<file path="src/hdl/ptwd_pkg.sv">
`default_nettype none

package ptwd_pkg;

  // Queue between the classifier and the decode stage
  localparam int QUEUE_DEPTH = 2;

  // Code points of the 5-bit alphabet
  localparam logic [4:0] CODE_SPACE       = 5'd0;
  localparam logic [4:0] CODE_NEWLINE     = 5'd1;
  localparam logic [4:0] CODE_SHIFT_UPPER = 5'd2;
  localparam logic [4:0] CODE_SHIFT_SYM   = 5'd3;
  localparam logic [4:0] CODE_LOCK_UPPER  = 5'd4;
  localparam logic [4:0] CODE_LOCK_SYM    = 5'd5;
  localparam logic [4:0] CODE_FIRST_CHAR  = 5'd6;

  // ASCII values
  localparam logic [6:0] ASCII_SPACE   = 7'h20;
  localparam logic [6:0] ASCII_NL      = 7'h0A;
  localparam logic [6:0] ASCII_LOWER_A = 7'h61;
  localparam logic [6:0] ASCII_UPPER_A = 7'h41;
  localparam logic [6:0] ASCII_QUEST   = 7'h3F;

  typedef enum logic [1:0] {
    ALPHA_LOWER  = 2'd0,
    ALPHA_UPPER  = 2'd1,
    ALPHA_SYMBOL = 2'd2
  } alpha_t;

  typedef enum logic [1:0] {
    CLS_SPACE_NL = 2'd0,
    CLS_SHIFT    = 2'd1,
    CLS_LOCK     = 2'd2,
    CLS_CHAR     = 2'd3
  } code_cls_t;

  // One classified code; idx is the character index, or the newline flag in bit 0
  typedef struct packed {
    code_cls_t  cls;
    alpha_t     alpha;
    logic [4:0] idx;
  } code_t;

  // One classified word; codes[2] is decoded first
  typedef struct packed {
    code_t [2:0] codes;
    logic        eos;
  } word_entry_t;

  typedef struct packed {
    logic full;
    logic empty;
  } q_status_t;

  typedef struct packed {
    logic   pop;
    alpha_t locked;
    logic   shift_pending;
  } back_status_t;

  // Symbol alphabet; indexes past the table give '?'
  function automatic logic [6:0] sym_char(input logic [4:0] idx);
    logic [6:0] c;
    unique case (idx)
      5'd0:    c = 7'h30;
      5'd1:    c = 7'h31;
      5'd2:    c = 7'h32;
      5'd3:    c = 7'h33;
      5'd4:    c = 7'h34;
      5'd5:    c = 7'h35;
      5'd6:    c = 7'h36;
      5'd7:    c = 7'h37;
      5'd8:    c = 7'h38;
      5'd9:    c = 7'h39;
      5'd10:   c = 7'h2E;
      5'd11:   c = 7'h2C;
      5'd12:   c = 7'h21;
      5'd13:   c = 7'h3F;
      5'd14:   c = 7'h5F;
      5'd15:   c = 7'h23;
      5'd16:   c = 7'h27;
      5'd17:   c = 7'h22;
      5'd18:   c = 7'h2F;
      5'd19:   c = 7'h5C;
      5'd20:   c = 7'h2D;
      5'd21:   c = 7'h3A;
      5'd22:   c = 7'h28;
      5'd23:   c = 7'h29;
      default: c = ASCII_QUEST;
    endcase
    return c;
  endfunction

endpackage

`default_nettype wire

</file>
<file path="src/hdl/ptwd_ifs.sv">
`default_nettype none

// Input word channel
interface ptwd_in_if;
  logic        valid;
  logic        ready;
  logic [15:0] packed_word;

  modport source (output valid, output packed_word, input ready);
  modport sink   (input valid, input packed_word, output ready);
endinterface

// Decoded result channel
interface ptwd_out_if;
  logic       valid;
  logic       ready;
  logic [6:0] first_char;
  logic [6:0] second_char;
  logic [6:0] third_char;
  logic [1:0] char_count;
  logic       end_of_string;

  modport source (output valid, output first_char, output second_char,
                  output third_char, output char_count, output end_of_string,
                  input ready);
  modport sink   (input valid, input first_char, input second_char,
                  input third_char, input char_count, input end_of_string,
                  output ready);
endinterface

`default_nettype wire

</file>
<file path="src/hdl/ptwd_front.sv">
`default_nettype none

module ptwd_front (
  ptwd_in_if.sink              in_word,
  output logic                 push,
  output ptwd_pkg::word_entry_t push_entry,
  input  wire logic            push_ready
);

  // Accept a word whenever the queue has room
  assign in_word.ready = push_ready;
  assign push          = in_word.valid & push_ready;

  // Classify the three codes, state-free
  always_comb begin
    push_entry.eos = in_word.packed_word[15];
    for (int k = 0; k < 3; k++) begin
      logic [4:0] code;
      code = in_word.packed_word[5*k +: 5];
      push_entry.codes[k].alpha = code[0] ? ptwd_pkg::ALPHA_SYMBOL : ptwd_pkg::ALPHA_UPPER;
      push_entry.codes[k].idx   = code - ptwd_pkg::CODE_FIRST_CHAR;
      unique case (code) inside
        ptwd_pkg::CODE_SPACE, ptwd_pkg::CODE_NEWLINE: begin
          push_entry.codes[k].cls = ptwd_pkg::CLS_SPACE_NL;
          push_entry.codes[k].idx = {4'b0, code[0]};
        end
        ptwd_pkg::CODE_SHIFT_UPPER, ptwd_pkg::CODE_SHIFT_SYM: begin
          push_entry.codes[k].cls = ptwd_pkg::CLS_SHIFT;
        end
        ptwd_pkg::CODE_LOCK_UPPER, ptwd_pkg::CODE_LOCK_SYM: begin
          push_entry.codes[k].cls = ptwd_pkg::CLS_LOCK;
        end
        default: begin
          push_entry.codes[k].cls = ptwd_pkg::CLS_CHAR;
        end
      endcase
    end
  end

endmodule

`default_nettype wire

</file>
<file path="src/hdl/ptwd_queue.sv">
`default_nettype none

module ptwd_queue #(
  parameter int DEPTH = ptwd_pkg::QUEUE_DEPTH
) (
  input  wire logic                  clk,
  input  wire logic                  rst_n,
  input  wire logic                  push,
  input  wire ptwd_pkg::word_entry_t push_entry,
  output logic                       push_ready,
  input  wire logic                  pop,
  output ptwd_pkg::word_entry_t      pop_entry,
  output logic                       pop_valid,
  output ptwd_pkg::q_status_t        status
);

  localparam int PW = (DEPTH > 1) ? $clog2(DEPTH) : 1;
  localparam int CW = $clog2(DEPTH + 1);

  ptwd_pkg::word_entry_t mem_r [DEPTH];
  logic [PW-1:0] wr_ptr_r, wr_ptr_nxt;
  logic [PW-1:0] rd_ptr_r, rd_ptr_nxt;
  logic [CW-1:0] count_r, count_nxt;
  logic          do_push;

  assign status.full  = (count_r == CW'(DEPTH));
  assign status.empty = (count_r == '0);
  assign push_ready   = ~status.full;
  assign pop_valid    = ~status.empty;
  assign pop_entry    = mem_r[rd_ptr_r];
  assign do_push      = push & ~status.full;

  // Advance pointers with wrap at the depth
  always_comb begin
    wr_ptr_nxt = wr_ptr_r;
    rd_ptr_nxt = rd_ptr_r;
    count_nxt  = count_r;
    if (do_push) begin
      wr_ptr_nxt = (wr_ptr_r == PW'(DEPTH - 1)) ? '0 : wr_ptr_r + 1'b1;
    end
    if (pop) begin
      rd_ptr_nxt = (rd_ptr_r == PW'(DEPTH - 1)) ? '0 : rd_ptr_r + 1'b1;
    end
    if (do_push && !pop) begin
      count_nxt = count_r + 1'b1;
    end else if (pop && !do_push) begin
      count_nxt = count_r - 1'b1;
    end
  end

  always_ff @(posedge clk) begin
    if (!rst_n) begin
      wr_ptr_r <= '0;
      rd_ptr_r <= '0;
      count_r  <= '0;
    end else begin
      wr_ptr_r <= wr_ptr_nxt;
      rd_ptr_r <= rd_ptr_nxt;
      count_r  <= count_nxt;
    end
  end

  // Store the word
  always_ff @(posedge clk) begin
    if (do_push) begin
      mem_r[wr_ptr_r] <= push_entry;
    end
  end

endmodule

`default_nettype wire

</file>
<file path="src/hdl/ptwd_back.sv">
`default_nettype none

module ptwd_back (
  input  wire logic                  clk,
  input  wire logic                  rst_n,
  input  wire logic                  pop_valid,
  input  wire ptwd_pkg::word_entry_t pop_entry,
  output logic                       pop,
  output ptwd_pkg::back_status_t     status,
  ptwd_out_if.source                 out_word
);

  ptwd_pkg::alpha_t locked_r, locked_nxt;
  ptwd_pkg::alpha_t shift_alpha_r, shift_alpha_nxt;
  logic             shift_pend_r, shift_pend_nxt;
  logic             out_valid_r, out_valid_nxt;
  logic [6:0]       char_r [3];
  logic [6:0]       char_nxt [3];
  logic [1:0]       count_r, count_nxt;
  logic             eos_r;

  // Take a word whenever the output register is free or being drained
  assign pop = pop_valid & (~out_valid_r | out_word.ready);

  assign status.pop           = pop;
  assign status.locked        = locked_r;
  assign status.shift_pending = shift_pend_r;

  // Decode the three codes in order against the alphabet state
  always_comb begin
    ptwd_pkg::alpha_t lk;
    ptwd_pkg::alpha_t sa;
    ptwd_pkg::alpha_t use_alpha;
    logic             sp;
    logic [1:0]       cnt;
    logic [6:0]       c;
    logic             emit;
    lk  = locked_r;
    sa  = shift_alpha_r;
    sp  = shift_pend_r;
    cnt = '0;
    for (int i = 0; i < 3; i++) begin
      char_nxt[i] = '0;
    end
    for (int k = 2; k >= 0; k--) begin
      c         = '0;
      emit      = 1'b0;
      use_alpha = sp ? sa : lk;
      case (pop_entry.codes[k].cls)
        ptwd_pkg::CLS_SPACE_NL: begin
          c    = pop_entry.codes[k].idx[0] ? ptwd_pkg::ASCII_NL : ptwd_pkg::ASCII_SPACE;
          emit = 1'b1;
          lk   = ptwd_pkg::ALPHA_LOWER;
        end
        ptwd_pkg::CLS_SHIFT: begin
          sp = 1'b1;
          sa = pop_entry.codes[k].alpha;
        end
        ptwd_pkg::CLS_LOCK: begin
          lk = pop_entry.codes[k].alpha;
        end
        default: begin
          sp   = 1'b0;
          emit = 1'b1;
          case (use_alpha)
            ptwd_pkg::ALPHA_LOWER: c = ptwd_pkg::ASCII_LOWER_A + {2'b0, pop_entry.codes[k].idx};
            ptwd_pkg::ALPHA_UPPER: c = ptwd_pkg::ASCII_UPPER_A + {2'b0, pop_entry.codes[k].idx};
            default:               c = ptwd_pkg::sym_char(pop_entry.codes[k].idx);
          endcase
        end
      endcase
      if (emit) begin
        char_nxt[cnt] = c;
        cnt           = cnt + 1'b1;
      end
    end
    count_nxt = cnt;
    // End of string drops all alphabet state
    if (pop_entry.eos) begin
      locked_nxt      = ptwd_pkg::ALPHA_LOWER;
      shift_alpha_nxt = ptwd_pkg::ALPHA_LOWER;
      shift_pend_nxt  = 1'b0;
    end else begin
      locked_nxt      = lk;
      shift_alpha_nxt = sa;
      shift_pend_nxt  = sp;
    end
  end

  // Hold the result until taken
  always_comb begin
    if (pop) begin
      out_valid_nxt = 1'b1;
    end else if (out_word.ready) begin
      out_valid_nxt = 1'b0;
    end else begin
      out_valid_nxt = out_valid_r;
    end
  end

  always_ff @(posedge clk) begin
    if (!rst_n) begin
      locked_r      <= ptwd_pkg::ALPHA_LOWER;
      shift_alpha_r <= ptwd_pkg::ALPHA_LOWER;
      shift_pend_r  <= 1'b0;
      out_valid_r   <= 1'b0;
    end else begin
      out_valid_r <= out_valid_nxt;
      if (pop) begin
        locked_r      <= locked_nxt;
        shift_alpha_r <= shift_alpha_nxt;
        shift_pend_r  <= shift_pend_nxt;
      end
    end
  end

  // Load the result payload
  always_ff @(posedge clk) begin
    if (pop) begin
      char_r  <= char_nxt;
      count_r <= count_nxt;
      eos_r   <= pop_entry.eos;
    end
  end

  assign out_word.valid         = out_valid_r;
  assign out_word.first_char    = char_r[0];
  assign out_word.second_char   = char_r[1];
  assign out_word.third_char    = char_r[2];
  assign out_word.char_count    = count_r;
  assign out_word.end_of_string = eos_r;

endmodule

`default_nettype wire

</file>
<file path="src/hdl/packed_text_word_decoder.sv">
// An accepted word is written into the queue, then decoded from it into the
// output register. Throughput: one word per cycle while out_word is ready; the
// decode stage takes a whole word (three codes) at once; a QUEUE_DEPTH-entry
// queue decouples it from the input side so either side can stall alone.
// Reset: synchronous, active-low rst_n empties the queue, drops the output
// register and returns the alphabet to lowercase with no shift pending.
`default_nettype none

module packed_text_word_decoder #(
  parameter int QUEUE_DEPTH = ptwd_pkg::QUEUE_DEPTH
) (
  input  wire logic   clk,
  input  wire logic   rst_n,
  ptwd_in_if.sink     in_word,
  ptwd_out_if.source  out_word
);

  logic                   push;
  logic                   push_ready;
  ptwd_pkg::word_entry_t  push_entry;
  logic                   pop;
  logic                   pop_valid;
  ptwd_pkg::word_entry_t  pop_entry;
  ptwd_pkg::q_status_t    q_status;
  ptwd_pkg::back_status_t b_status;

  ptwd_front u_front (
    .in_word    (in_word),
    .push       (push),
    .push_entry (push_entry),
    .push_ready (push_ready)
  );

  ptwd_queue #(
    .DEPTH (QUEUE_DEPTH)
  ) u_queue (
    .clk        (clk),
    .rst_n      (rst_n),
    .push       (push),
    .push_entry (push_entry),
    .push_ready (push_ready),
    .pop        (pop),
    .pop_entry  (pop_entry),
    .pop_valid  (pop_valid),
    .status     (q_status)
  );

  ptwd_back u_back (
    .clk       (clk),
    .rst_n     (rst_n),
    .pop_valid (pop_valid),
    .pop_entry (pop_entry),
    .pop       (pop),
    .status    (b_status),
    .out_word  (out_word)
  );

`ifndef SYNTHESIS
  // The decode stage never takes from an empty queue
  a_pop_nonempty: assert property (@(posedge clk) disable iff (!rst_n)
    b_status.pop |-> !q_status.empty)
    else $error("pop from empty queue");

  // No word is accepted while the queue is full
  a_no_push_full: assert property (@(posedge clk) disable iff (!rst_n)
    (in_word.valid && in_word.ready) |-> !q_status.full)
    else $error("word accepted into full queue");

  // A word with the end mark leaves the alphabet state at reset values
  a_eos_clears: assert property (@(posedge clk) disable iff (!rst_n)
    (b_status.pop && pop_entry.eos) |=>
      (b_status.locked == ptwd_pkg::ALPHA_LOWER && !b_status.shift_pending))
    else $error("alphabet state not cleared after end of string");
`endif

endmodule

`default_nettype wire

</file>
<file path="src/flat_wrapper.sv">
// flat-port wrapper written by rule: the top's interface ports become plain ports
module packed_text_word_decoder_flat 
#(
  parameter int QUEUE_DEPTH = ptwd_pkg::QUEUE_DEPTH
)
  (clk, rst_n, in_word_valid, in_word_packed_word, in_word_ready, out_word_valid, out_word_first_char, out_word_second_char, out_word_third_char, out_word_char_count, out_word_end_of_string, out_word_ready);
  ptwd_in_if in_word_i ();
  ptwd_out_if out_word_i ();
  input  wire logic clk;
  input  wire logic rst_n;
  input wire logic [$bits(in_word_i.valid)-1:0] in_word_valid;
  input wire logic [$bits(in_word_i.packed_word)-1:0] in_word_packed_word;
  output wire logic [$bits(in_word_i.ready)-1:0] in_word_ready;
  output wire logic [$bits(out_word_i.valid)-1:0] out_word_valid;
  output wire logic [$bits(out_word_i.first_char)-1:0] out_word_first_char;
  output wire logic [$bits(out_word_i.second_char)-1:0] out_word_second_char;
  output wire logic [$bits(out_word_i.third_char)-1:0] out_word_third_char;
  output wire logic [$bits(out_word_i.char_count)-1:0] out_word_char_count;
  output wire logic [$bits(out_word_i.end_of_string)-1:0] out_word_end_of_string;
  input wire logic [$bits(out_word_i.ready)-1:0] out_word_ready;
  assign in_word_i.valid = in_word_valid;
  assign in_word_i.packed_word = in_word_packed_word;
  assign in_word_ready = in_word_i.ready;
  assign out_word_valid = out_word_i.valid;
  assign out_word_first_char = out_word_i.first_char;
  assign out_word_second_char = out_word_i.second_char;
  assign out_word_third_char = out_word_i.third_char;
  assign out_word_char_count = out_word_i.char_count;
  assign out_word_end_of_string = out_word_i.end_of_string;
  assign out_word_i.ready = out_word_ready;
  packed_text_word_decoder #(.QUEUE_DEPTH(QUEUE_DEPTH)) u_core (.clk(clk), .rst_n(rst_n), .in_word(in_word_i), .out_word(out_word_i));
endmodule
</file>
<file path="config.mk">
export PLATFORM = sky130hd
export DESIGN_NAME = packed_text_word_decoder_flat
export DESIGN_NICKNAME = d
export VERILOG_FILES = /design/src/hdl/ptwd_pkg.sv /design/src/hdl/ptwd_ifs.sv /design/src/hdl/ptwd_front.sv /design/src/hdl/ptwd_queue.sv /design/src/hdl/ptwd_back.sv /design/src/hdl/packed_text_word_decoder.sv /design/src/flat_wrapper.sv
export SDC_FILE = /design/constraint.sdc
export NUM_CORES = 1
export LEC_CHECK = 0
export ABC_CLOCK_PERIOD_IN_PS = 4000
export BUFFER_PORTS_ARGS = -buffer_cell sky130_fd_sc_hd__clkbuf_2
export CORE_MARGIN = 5
export CORE_UTILIZATION = 45
export DETAILED_ROUTE_END_ITERATION = 7
export GPL_TIMING_DRIVEN = 0
export PLACE_DENSITY = 0.59
export SLEW_MARGIN = 20
export SYNTH_ARGS = -nofsm -noshare
export SYNTH_HDL_FRONTEND = slang
export SYNTH_SLANG_ARGS = --single-unit
</file>
<file path="constraint.sdc">
create_clock -name clk -period 4 [get_ports clk]
set_input_delay 0.8 -clock clk [delete_from_list [all_inputs] [get_ports clk]]
set_output_delay 0.8 -clock clk [all_outputs]
set_load 0.02 [all_outputs]
</file>
# Word-level counts from Yosys, hierarchy flattened
# Memory sizes are Yosys's and may differ from the RTL's. A register that Yosys moved wholly into a read port is not among the register bits.
# Index checks and enable logic that the tools add are counted.
# totals
mem_bits_ro	672
regBits	34
inputBits	20
mem_count	4
ram_bits	56
# mem_list
name	depth	width	read_ports	rd_clocked_by_memory_dff	write_ports	line_no	source
(name not given)	32	7	1	0	0	ptwd_pkg.sv:64	unique case (idx)
(name not given)	32	7	1	0	0	ptwd_pkg.sv:64	
(name not given)	32	7	1	0	0	ptwd_pkg.sv:64	
u_core.u_queue.mem_r	2	28	1	1	1	ptwd_queue.sv:20	ptwd_pkg::word_entry_t mem_r [DEPTH];
# classes
n_addsub	15
n_eq_ne	25
reduce_logical	33
n_bitwise	9
order_cmp	4
mux	55
# ops
cell	n
one-hot mux 7 bit (2 select lines)	5
bitwise mux 21 bit	2
2-to-1 mux 21 bit	2
== test 5 x 2 -> 1 bit (second input constant)	6
== test 5 x 3 -> 1 bit (second input constant)	6
2-to-1 mux 2 bit	15
OR reduction 2 bit	15
demux 7 bit (select 2 bit)	2
2-to-1 mux 7 bit	4
adder 6 x 6 -> 7 bit (first input constant)	3
adder 7 x 5 -> 7 bit (first input constant)	3
2-to-1 mux 6 bit	3
one-hot mux 2 bit (3 select lines)	3
== test 5 x 1 -> 1 bit (second input constant)	3
zero test 5 bit	3
2-to-1 mux 5 bit	3
subtractor 5 x 3 -> 5 bit (second input constant)	3
zero test 2 bit	7
== test 2 x 1 -> 1 bit (second input constant)	6
one-hot mux 2 bit (2 select lines)	3
2-to-1 mux 1 bit	10
== test 2 bit (second input constant)	4
adder 2 x 1 -> 2 bit (second input constant)	3
greater-or-equal comparator 3 bit (second input constant)	2
other kinds (11)	25

# Logic depth before layout (Yosys ltp)
# Gate-level depths: netlist of run 1.
# logic_depth
depth_word	12
ltp_mapped	15

# Hierarchy
# A second synthesis of run 1 with hierarchy kept.
# unflattened
cells_unflattened	525
area_unflattened_um2	5683.0
# modules_own_cells
mod	seq_area_each_um2	instances	cells_per_inst	area_per_inst_um2
ptwd_back	840.8	1	361	3078.0
ptwd_queue	1781.7	1	113	2255.9
ptwd_front	0.0	1	51	349.1

# Least setup slack after synthesis of run 1
# No wires, ideal clock.
# synth_path
path_kind	reg2reg
from	register (tool-made name)
to	register u_core.u_back.char_r (netlist bit u_core.u_back.out_word.first_char[6]), data pin
path_buffers	4
t_arrival_ps	2837
synth_period_minus_slack_ps	3098
path_slack_ps	902
stages_incl_launch_ff	15
cell_sequence	dfxtp_1 > buf_6 > buf_6 > buf_4 > buf_2 > mux2i_1 > inv_1 > ha_1 > and4b_2 > a211oi_2 > o31a_1 > nand2_1 > o32ai_1 > a32oi_1 > a311o_1
# synth_lines
element	line_no	source
to (signal assigned)	ptwd_back.sv:120	char_r <= char_nxt;
to (decl)	ptwd_back.sv:17	logic [6:0] char_r [3];

==> run_summary.xml, run 1 <==
<?xml version="1.0" encoding="UTF-8"?>
<metrics>
  <group name="worst_setup_path">
    <metric name="r2r_end" unit="">u_core.u_back.out_word.first_char[4]</metric>
    <metric name="setup.worst_path.class" unit="">flop to flop</metric>
    <metric name="endpoint_kind" unit="">flop</metric>
    <metric name="worst-endpoint-required" unit="ns">4.06</metric>
    <metric name="worstSetupStartpointType" unit="">flop</metric>
    <metric name="worst-r2r-setup-slack" unit="ns">0.43</metric>
    <metric name="cp_max_fo" unit="">19</metric>
    <metric name="worst_r2r_path_depth" unit="">13</metric>
    <metric name="worstPathArrival" unit="ns">3.63</metric>
  </group>
  <group name="min_path">
    <metric name="hold_path.class" unit="">flop to flop</metric>
    <metric name="worstHoldEndpoint" unit="">u_core.u_back.shift_alpha_r[1]</metric>
    <metric name="hold-path-cell-count" unit="">2</metric>
    <metric name="hold_path_startpoint" unit="">u_core.u_back.shift_alpha_r[1]</metric>
  </group>
  <group name="detailed_routing">
    <metric name="wl_per_cell" unit="um">17.0</metric>
    <metric name="finalWirelength" unit="um">12400</metric>
    <metric name="drc" unit="">0</metric>
    <metric name="detail_route.vias_per_cell" unit="">5.77</metric>
    <metric name="detail_route.first_pass.iterations" unit="">5</metric>
    <metric name="drt_iter0_drc" unit="">376</metric>
    <metric name="dr_total_vias" unit="">4207</metric>
    <metric name="ant_nets" unit="">0</metric>
  </group>
  <group name="global_routing">
    <metric name="number_of_global_route_vias_before_repair" unit="">3992</metric>
    <metric name="initial_antenna_violation_count" unit="">0</metric>
    <metric name="grt.met3_usage" unit="%">3.37</metric>
    <metric name="top_usage_layer" unit="">met2</metric>
    <metric name="grt.met1_usage" unit="%">24.5</metric>
    <metric name="gr-total-overflow" unit="">0</metric>
    <metric name="global_route_wire_length_before_repair" unit="um">20200</metric>
    <metric name="use_met2" unit="%">27.1</metric>
    <metric name="grt_max_degree" unit="">27</metric>
    <metric name="gr-usage-all-layers" unit="%">17.7</metric>
  </group>
  <group name="placed_design">
    <metric name="place.detailed.hpwl" unit="um">9340</metric>
    <metric name="place_congestion" unit="">0.912</metric>
    <metric name="portBuffers" unit="">45</metric>
  </group>
  <group name="die">
    <metric name="die_height" unit="um">121</metric>
    <metric name="floorplan.core_area" unit="mm2">0.0120</metric>
    <metric name="initial_core_util" unit="%">45.9</metric>
    <metric name="die-area" unit="mm2">0.0146</metric>
    <metric name="ios" unit="">46</metric>
    <metric name="die_span_in_x" unit="um">121</metric>
    <metric name="core.rowCount" unit="">40</metric>
  </group>
  <group name="synth">
    <metric name="synthXorXnorAreaFrac" unit="%">2.54</metric>
    <metric name="netlist.area_leader.share" unit="%">40.3</metric>
    <metric name="post_synth_edffs" unit="">74</metric>
    <metric name="synthAdderAreaFrac" unit="%">7.49</metric>
    <metric name="avgSynthCellArea" unit="um2">10.6</metric>
    <metric name="synth_warnings" unit="">0</metric>
    <metric name="synth_async_sr_flop_share" unit="%">0</metric>
    <metric name="syn_area" unit="mm2">0.00551</metric>
    <metric name="synth_compound_gate_area_share" unit="%">15.9</metric>
    <metric name="ys_dominant_reg_cell" unit="">sky130_fd_sc_hd__edfxtp_1</metric>
    <metric name="netlist-cell-type-count" unit="">67</metric>
    <metric name="ys_seq_elements" unit="">85</metric>
    <metric name="dominant_cells_by_area_after_synthesis" unit="">sky130_fd_sc_hd__edfxtp_1 40%, sky130_fd_sc_hd__ha_1 7.5%, sky130_fd_sc_hd__mux2i_1 4.7%</metric>
    <metric name="largest_family_of_logic_cells_by_synthesized_area" unit="">compound AO/OA/AOI/OAI gates</metric>
    <metric name="synth.area.mux_share" unit="%">10.6</metric>
    <metric name="synth_simple_gate_area_share" unit="%">15.6</metric>
    <metric name="post_synth_inst_count" unit="">522</metric>
    <metric name="synth.yosys.seq_area_share" unit="%">44.3</metric>
    <metric name="synth_top_area_cell" unit="">sky130_fd_sc_hd__edfxtp_1</metric>
    <metric name="syn_nets" unit="">575</metric>
  </group>
  <group name="outcome">
    <metric name="run_status" unit="">complete, no violations</metric>
  </group>
  <group name="timing">
    <metric name="period_share" unit="%">89.2</metric>
    <metric name="max_slew.worst_pin.slew" unit="ns">0.967</metric>
    <metric name="setup_viol" unit="">0</metric>
    <metric name="final_period_minus_worst_setup_slack" unit="ns">3.57</metric>
    <metric name="hold-worst-slack" unit="ns">0.500</metric>
    <metric name="timing.setup.tns" unit="ns">0</metric>
    <metric name="maxSlewViolCount" unit="">0</metric>
    <metric name="fmax" unit="MHz">280</metric>
    <metric name="timing.slew.headroom" unit="%">35.5</metric>
    <metric name="fin_skew" unit="ns">0.00721</metric>
    <metric name="rsz0062_at_grt" unit="">no</metric>
    <metric name="number_of_endpoints_with_negative_hold_slack_in_the_final_report" unit="">0</metric>
  </group>
  <group name="clock_network">
    <metric name="clock_tree_from_tritoncts" unit="">done</metric>
    <metric name="buffers_from_clock_root_to_sink_at_most" unit="">2</metric>
    <metric name="cts.repair.resized" unit="">0</metric>
    <metric name="path_clk_slew" unit="ns">0.06</metric>
    <metric name="cts_setup_buffers" unit="">0</metric>
    <metric name="clock_sink_count" unit="">85</metric>
    <metric name="cts_max_level" unit="">3</metric>
    <metric name="cts-buffers-inserted" unit="">9</metric>
    <metric name="post_cts_hold_buffer_count" unit="">0</metric>
    <metric name="clk_latency" unit="ns">0.35</metric>
    <metric name="cts_root_buf" unit="">sky130_fd_sc_hd__clkbuf_16</metric>
  </group>
  <group name="power">
    <metric name="worst_ir_drop_vdd" unit="mV">0.338</metric>
    <metric name="power.static_leakage" unit="nW">2.39</metric>
    <metric name="pwr_density_cell" unit="mW/mm2">768</metric>
  </group>
  <group name="cells_and_area">
    <metric name="antenna_cells" unit="">0</metric>
    <metric name="final_layout_size_suffix_gt1_share" unit="%">19.1</metric>
    <metric name="design.final.nets" unit="">630</metric>
    <metric name="flow.area_growth_from_synthesis" unit="%">13.1</metric>
  </group>
  <group name="flow_run">
    <metric name="maxCapViolations" unit="">0</metric>
  </group>
</metrics>
-- sequential cells by signal (all words and copies together), names as in the netlist, 2 cells and up, named ones only --
| name | flops |
|---|---|
| u_core.u_back.locked_r | 2 |
| u_core.u_back.out_word.char_count | 2 |
| u_core.u_back.out_word.first_char | 7 |
| u_core.u_back.out_word.second_char | 7 |
| u_core.u_back.out_word.third_char | 7 |
| u_core.u_back.shift_alpha_r | 2 |
| u_core.u_queue.count_r | 2 |
| u_core.u_queue.mem_r | 50 |
-- critical path, stage by stage (launching register included) --
cell and delay, ns:
sky130_fd_sc_hd__dfxtp_1 0.32, sky130_fd_sc_hd__buf_6 0.16, sky130_fd_sc_hd__buf_6 0.19, sky130_fd_sc_hd__buf_4 0.31, sky130_fd_sc_hd__mux2i_2 0.31, sky130_fd_sc_hd__inv_1 0.07
sky130_fd_sc_hd__ha_1 0.22, sky130_fd_sc_hd__and4b_2 0.24, sky130_fd_sc_hd__a211oi_2 0.33, sky130_fd_sc_hd__o31a_1 0.30, sky130_fd_sc_hd__mux2i_4 0.18, sky130_fd_sc_hd__and2_2 0.21
sky130_fd_sc_hd__o21ai_1 0.29, sky130_fd_sc_hd__a22oi_1 0.15
-- metal layers --
| metal | wire [um] | vias to the layer above |
|---|---|---|
| li1 | - | 2090 |
| met1 | 5930 | 1963 |
| met2 | 5560 | 136 |
| met3 | 639 | 18 |
| met4 | 271 | 0 |
| met5 | 0 | - |
-- synth_stat cells, drive strengths merged (13+ instances only) --
master / n
a22oi: 13
inv: 29
edfxtp: 74
nor3: 18
nand2: 37
a21oi: 23
nor2b: 16
o21ai: 22
nand3: 23
mux2i: 32
nor2: 38
mux2: 18
ha: 33
-- logic make-up after synthesis --
group	count (synthesis)
DFF	85
muxes	50
buffers and inverters	44
and+or+nand+nor	170
AOI/OAI and AO/OA	124
adders and majority gates	33
xor gates and xnor gates	16
-- area by class of cell --
class,count,area [um2]
buffer,14,87.6
tap,147,184
sequential,85,2440
clock inverter,2,13.8
timing repair buffer,45,225
fill,1072,5780
inverter,29,109
multi-input combinational,393,2890
clock buffer,14,285
-- stage by stage --
step | area [um2] | utilization [%] | instances | power [mW] | setup slack (ns)
after floorplan | 5510 | - | 522 | 3.29 | 0.902
after global placement | 5920 | 49.3 | 714 | 3.92 | 0.108
after detailed placement | 5930 | 49.4 | 714 | 3.96 | 0.128
after CTS | 6230 | 51.9 | 730 | 4.80 | 0.115
after global routing | 6240 | 51.9 | 729 | 5.12 | 0.144
final | 6240 | 51.9 | 729 | 4.79 | 0.431
-- worst max path at each step --
| stage | startpoint | to | slack (ns) | cells after the start |
|---|---|---|---|---|
| floorplan | flop | u_core.u_back.out_word.first_char[6] | 0.90 | 14 |
| global placement | flop | u_core.u_back.out_word.first_char[3] | 0.11 | 14 |
| detailed placement | flop | u_core.u_back.out_word.first_char[3] | 0.13 | 14 |
| CTS | flop | u_core.u_back.out_word.first_char[3] | 0.11 | 14 |
| global route | flop | u_core.u_back.out_word.first_char[4] | 0.14 | 13 |
| finish | flop | u_core.u_back.out_word.first_char[4] | 0.43 | 13 |
-- cell usage in the layout (no fill, tap or decap), drive strengths merged, types with 9 or more instances in the layout --
master / n
nor3: 18
dfxtp: 11
nor2: 38
xnor2: 11
nand2: 37
o21ai: 22
nor2b: 16
edfxtp: 74
mux2i: 32
mux2: 18
ha: 33
a22oi: 13
clkbuf: 64
inv: 29
nand3: 23
buf: 9
a21oi: 23
-- report_power, final --
part	switching, mW	internal, mW
clock network	0.330	0.493
registers	0.0820	1.30
logic	1.64	0.949
(Power assumes the default switching activity.)
==> run 2, diff against run 1 <==
--- a/config.mk
+++ b/config.mk
@@ -8,10 +8,10 @@
 export ABC_CLOCK_PERIOD_IN_PS = 4000
 export BUFFER_PORTS_ARGS = -buffer_cell sky130_fd_sc_hd__clkbuf_2
 export CORE_MARGIN = 5
-export CORE_UTILIZATION = 45
+export CORE_UTILIZATION = 50
 export DETAILED_ROUTE_END_ITERATION = 7
 export GPL_TIMING_DRIVEN = 0
-export PLACE_DENSITY = 0.59
+export PLACE_DENSITY = 0.65
 export SLEW_MARGIN = 20
 export SYNTH_ARGS = -nofsm -noshare
 export SYNTH_HDL_FRONTEND = slang
==> run 2 against run 1 <==
Net effect: fmax is 3.1% lower; sequential share of layout area is 0.54 points higher; critical path depth stayed put; via count increased by 2.0%; critical path type unchanged; largest cell class unchanged.
==> run_summary.xml, run 2 (synthesis gave the netlist of run 1 again) <==
<?xml version="1.0" encoding="UTF-8"?>
<metrics>
  <group name="detailed_routing">
    <metric name="dr_total_vias" unit="">4293</metric>
    <metric name="detail_route.first_pass.iterations" unit="">4</metric>
    <metric name="drt_iter0_drc" unit="">258</metric>
    <metric name="drc" unit="">0</metric>
    <metric name="wl_per_cell" unit="um">17.3</metric>
    <metric name="finalWirelength" unit="um">12500</metric>
    <metric name="ant_nets" unit="">0</metric>
    <metric name="detail_route.vias_per_cell" unit="">5.94</metric>
  </group>
  <group name="timing">
    <metric name="maxSlewViolCount" unit="">0</metric>
    <metric name="period_share" unit="%">92.1</metric>
    <metric name="max_slew.worst_pin.slew" unit="ns">0.958</metric>
    <metric name="timing.setup.tns" unit="ns">0</metric>
    <metric name="final_ws_setup" unit="ns">0.316</metric>
    <metric name="rsz0062_at_grt" unit="">no</metric>
    <metric name="hold-worst-slack" unit="ns">0.498</metric>
    <metric name="final_period_minus_worst_setup_slack" unit="ns">3.68</metric>
    <metric name="timing.slew.headroom" unit="%">36.1</metric>
    <metric name="number_of_endpoints_with_negative_hold_slack_in_the_final_report" unit="">0</metric>
    <metric name="setup_viol" unit="">0</metric>
    <metric name="fin_skew" unit="ns">0.0124</metric>
    <metric name="fmax" unit="MHz">271</metric>
  </group>
  <group name="worst_setup_path">
    <metric name="critical-path-slowest-cell" unit="">sky130_fd_sc_hd__mux2i_1</metric>
    <metric name="crit_family" unit="">compound AO/OA/AOI/OAI gates</metric>
    <metric name="endpoint_kind" unit="">flop</metric>
    <metric name="worst-endpoint-required" unit="ns">4.09</metric>
    <metric name="crit_path_top_cell_by_count" unit="">sky130_fd_sc_hd__buf_6</metric>
    <metric name="max_stage_delay" unit="ns">0.35</metric>
    <metric name="cp_max_fo" unit="">19</metric>
    <metric name="timing.critical_path.buf_inv" unit="">4</metric>
    <metric name="worstSetupStartpointType" unit="">flop</metric>
    <metric name="worstPathArrival" unit="ns">3.77</metric>
    <metric name="setup.worst_path.class" unit="">flop to flop</metric>
    <metric name="worstPathCellList" unit="">buf_6 -&gt; buf_6 -&gt; buf_4 -&gt; mux2i_1 -&gt; inv_1 -&gt; ha_1 -&gt; and4b_2 -&gt; a211oi_2 -&gt; o31a_1 -&gt; mux2i_4 -&gt; and2_2 -&gt; o21ai_1 -&gt; a22oi_1</metric>
  </group>
  <group name="die">
    <metric name="core.rowCount" unit="">38</metric>
    <metric name="die_height" unit="um">115</metric>
    <metric name="die-area" unit="mm2">0.0132</metric>
    <metric name="floorplan.core_area" unit="mm2">0.0108</metric>
    <metric name="die_span_in_x" unit="um">115</metric>
    <metric name="initial_core_util" unit="%">50.9</metric>
    <metric name="ios" unit="">46</metric>
  </group>
  <group name="cells_and_area">
    <metric name="layout.cells.most_common_list" unit="">74 x sky130_fd_sc_hd__edfxtp_1, 45 x sky130_fd_sc_hd__clkbuf_2, 37 x sky130_fd_sc_hd__nor2_1, 37 x sky130_fd_sc_hd__nand2_1, 33 x sky130_fd_sc_hd__ha_1</metric>
    <metric name="most_common_cell_after_layout_fill_and_taps_aside" unit="">sky130_fd_sc_hd__edfxtp_1</metric>
    <metric name="flow.area_growth_from_synthesis" unit="%">11.6</metric>
    <metric name="design.final.nets" unit="">631</metric>
    <metric name="largest_register_ffs" unit="">50</metric>
    <metric name="final_layout_size_suffix_gt1_share" unit="%">19.0</metric>
    <metric name="antenna_cells" unit="">0</metric>
    <metric name="top_reg_by_flops" unit="">u_core.u_queue.mem_r</metric>
    <metric name="final.fill_count" unit="">946</metric>
  </group>
  <group name="placed_design">
    <metric name="portBuffers" unit="">45</metric>
    <metric name="pre_cts_slack" unit="ns">0.167</metric>
    <metric name="place.detailed.hpwl" unit="um">9400</metric>
    <metric name="place_congestion" unit="">0.896</metric>
  </group>
  <group name="global_routing">
    <metric name="gr-total-overflow" unit="">0</metric>
    <metric name="gr-usage-all-layers" unit="%">19.5</metric>
    <metric name="global_route_wire_length_before_repair" unit="um">20000</metric>
    <metric name="grt_max_degree" unit="">26</metric>
    <metric name="initial_antenna_violation_count" unit="">0</metric>
    <metric name="number_of_global_route_vias_before_repair" unit="">3993</metric>
  </group>
  <group name="outcome">
    <metric name="run_status" unit="">complete, no violations</metric>
  </group>
  <group name="clock_network">
    <metric name="cts-buffers-inserted" unit="">9</metric>
    <metric name="buffers_from_clock_root_to_sink_at_most" unit="">2</metric>
    <metric name="cts_max_level" unit="">3</metric>
    <metric name="clock_tree_from_tritoncts" unit="">done</metric>
    <metric name="clk_latency" unit="ns">0.37</metric>
    <metric name="cts_setup_buffers" unit="">0</metric>
    <metric name="clock_sink_count" unit="">85</metric>
    <metric name="cts.repair.resized" unit="">0</metric>
    <metric name="path_clk_slew" unit="ns">0.09</metric>
    <metric name="post_cts_hold_buffer_count" unit="">0</metric>
    <metric name="cts_root_buf" unit="">sky130_fd_sc_hd__clkbuf_8</metric>
  </group>
  <group name="min_path">
    <metric name="hold_path.class" unit="">flop to flop</metric>
  </group>
  <group name="power">
    <metric name="pwr_density_cell" unit="mW/mm2">753</metric>
    <metric name="power.static_leakage" unit="nW">2.36</metric>
    <metric name="worst_ir_drop_vdd" unit="mV">0.362</metric>
  </group>
  <group name="flow_run">
    <metric name="maxCapViolations" unit="">0</metric>
  </group>
</metrics>
-- run 2: final timing paths --
kind                                                      from                              endpoint  slack [ns]  cells after the start
worst max-delay path                                      flop  u_core.u_back.out_word.first_char[4]        0.32                     13
worst min-delay path            u_core.u_back.shift_alpha_r[1]        u_core.u_back.shift_alpha_r[1]        0.50                      2
worst max register to register                            flop  u_core.u_back.out_word.first_char[4]        0.32                     13
worst min register to register  u_core.u_back.shift_alpha_r[1]        u_core.u_back.shift_alpha_r[1]        0.50                      2
-- run 2: worst reg2reg max path: cells and delay by family, from the launching register on --
| family | cells | cell delay, ns |
|---|---|---|
| AOI/OAI and AO/OA | 4 | 1.11 |
| adders and majority gates | 1 | 0.23 |
| buffers and inverters | 4 | 0.76 |
| DFF | 1 | 0.33 |
| muxes | 2 | 0.53 |
| and+or+nand+nor | 2 | 0.45 |
-- run 2: final cells by class --
type	instances	area, um2	area share [%]
Buffer	14	87.6	1.42
Clock buffer	10	138	2.24
Clock inverter	6	76.3	1.24
Inverter	29	109	1.77
Multi-Input combinational cell	393	2880	46.8
Sequential cell	85	2440	39.7
Tap cell	140	175	2.85
Timing Repair Buffer	46	245	3.99
-- run 2: report_power, final --
part           internal (mW)  leakage [nW]  switching (mW)
registers               1.29         0.778          0.0805
logic                  0.954          1.47            1.65
clock network          0.316         0.109           0.335
-- run 2: metrics by stage --
stage | instances | area [um2] | power, mW | utilization, %
4_1_cts | 724 | 6160 | 4.63 | 56.8
6_report | 723 | 6150 | 4.63 | 56.7
3_5_place_dp | 708 | 5940 | 3.97 | 54.8
3_3_place_gp | 707 | 5910 | 3.93 | 54.5
5_1_grt | 723 | 6150 | 4.94 | 56.7
2_1_floorplan | 522 | 5510 | 3.29 | -
-- run 2: per-layer routing --
metal	track usage [%]	part of all wire, %
met3	3.95	5.8
met5	0	0
met2	30.7	45
met4	7.12	2.0
met1	26.7	47
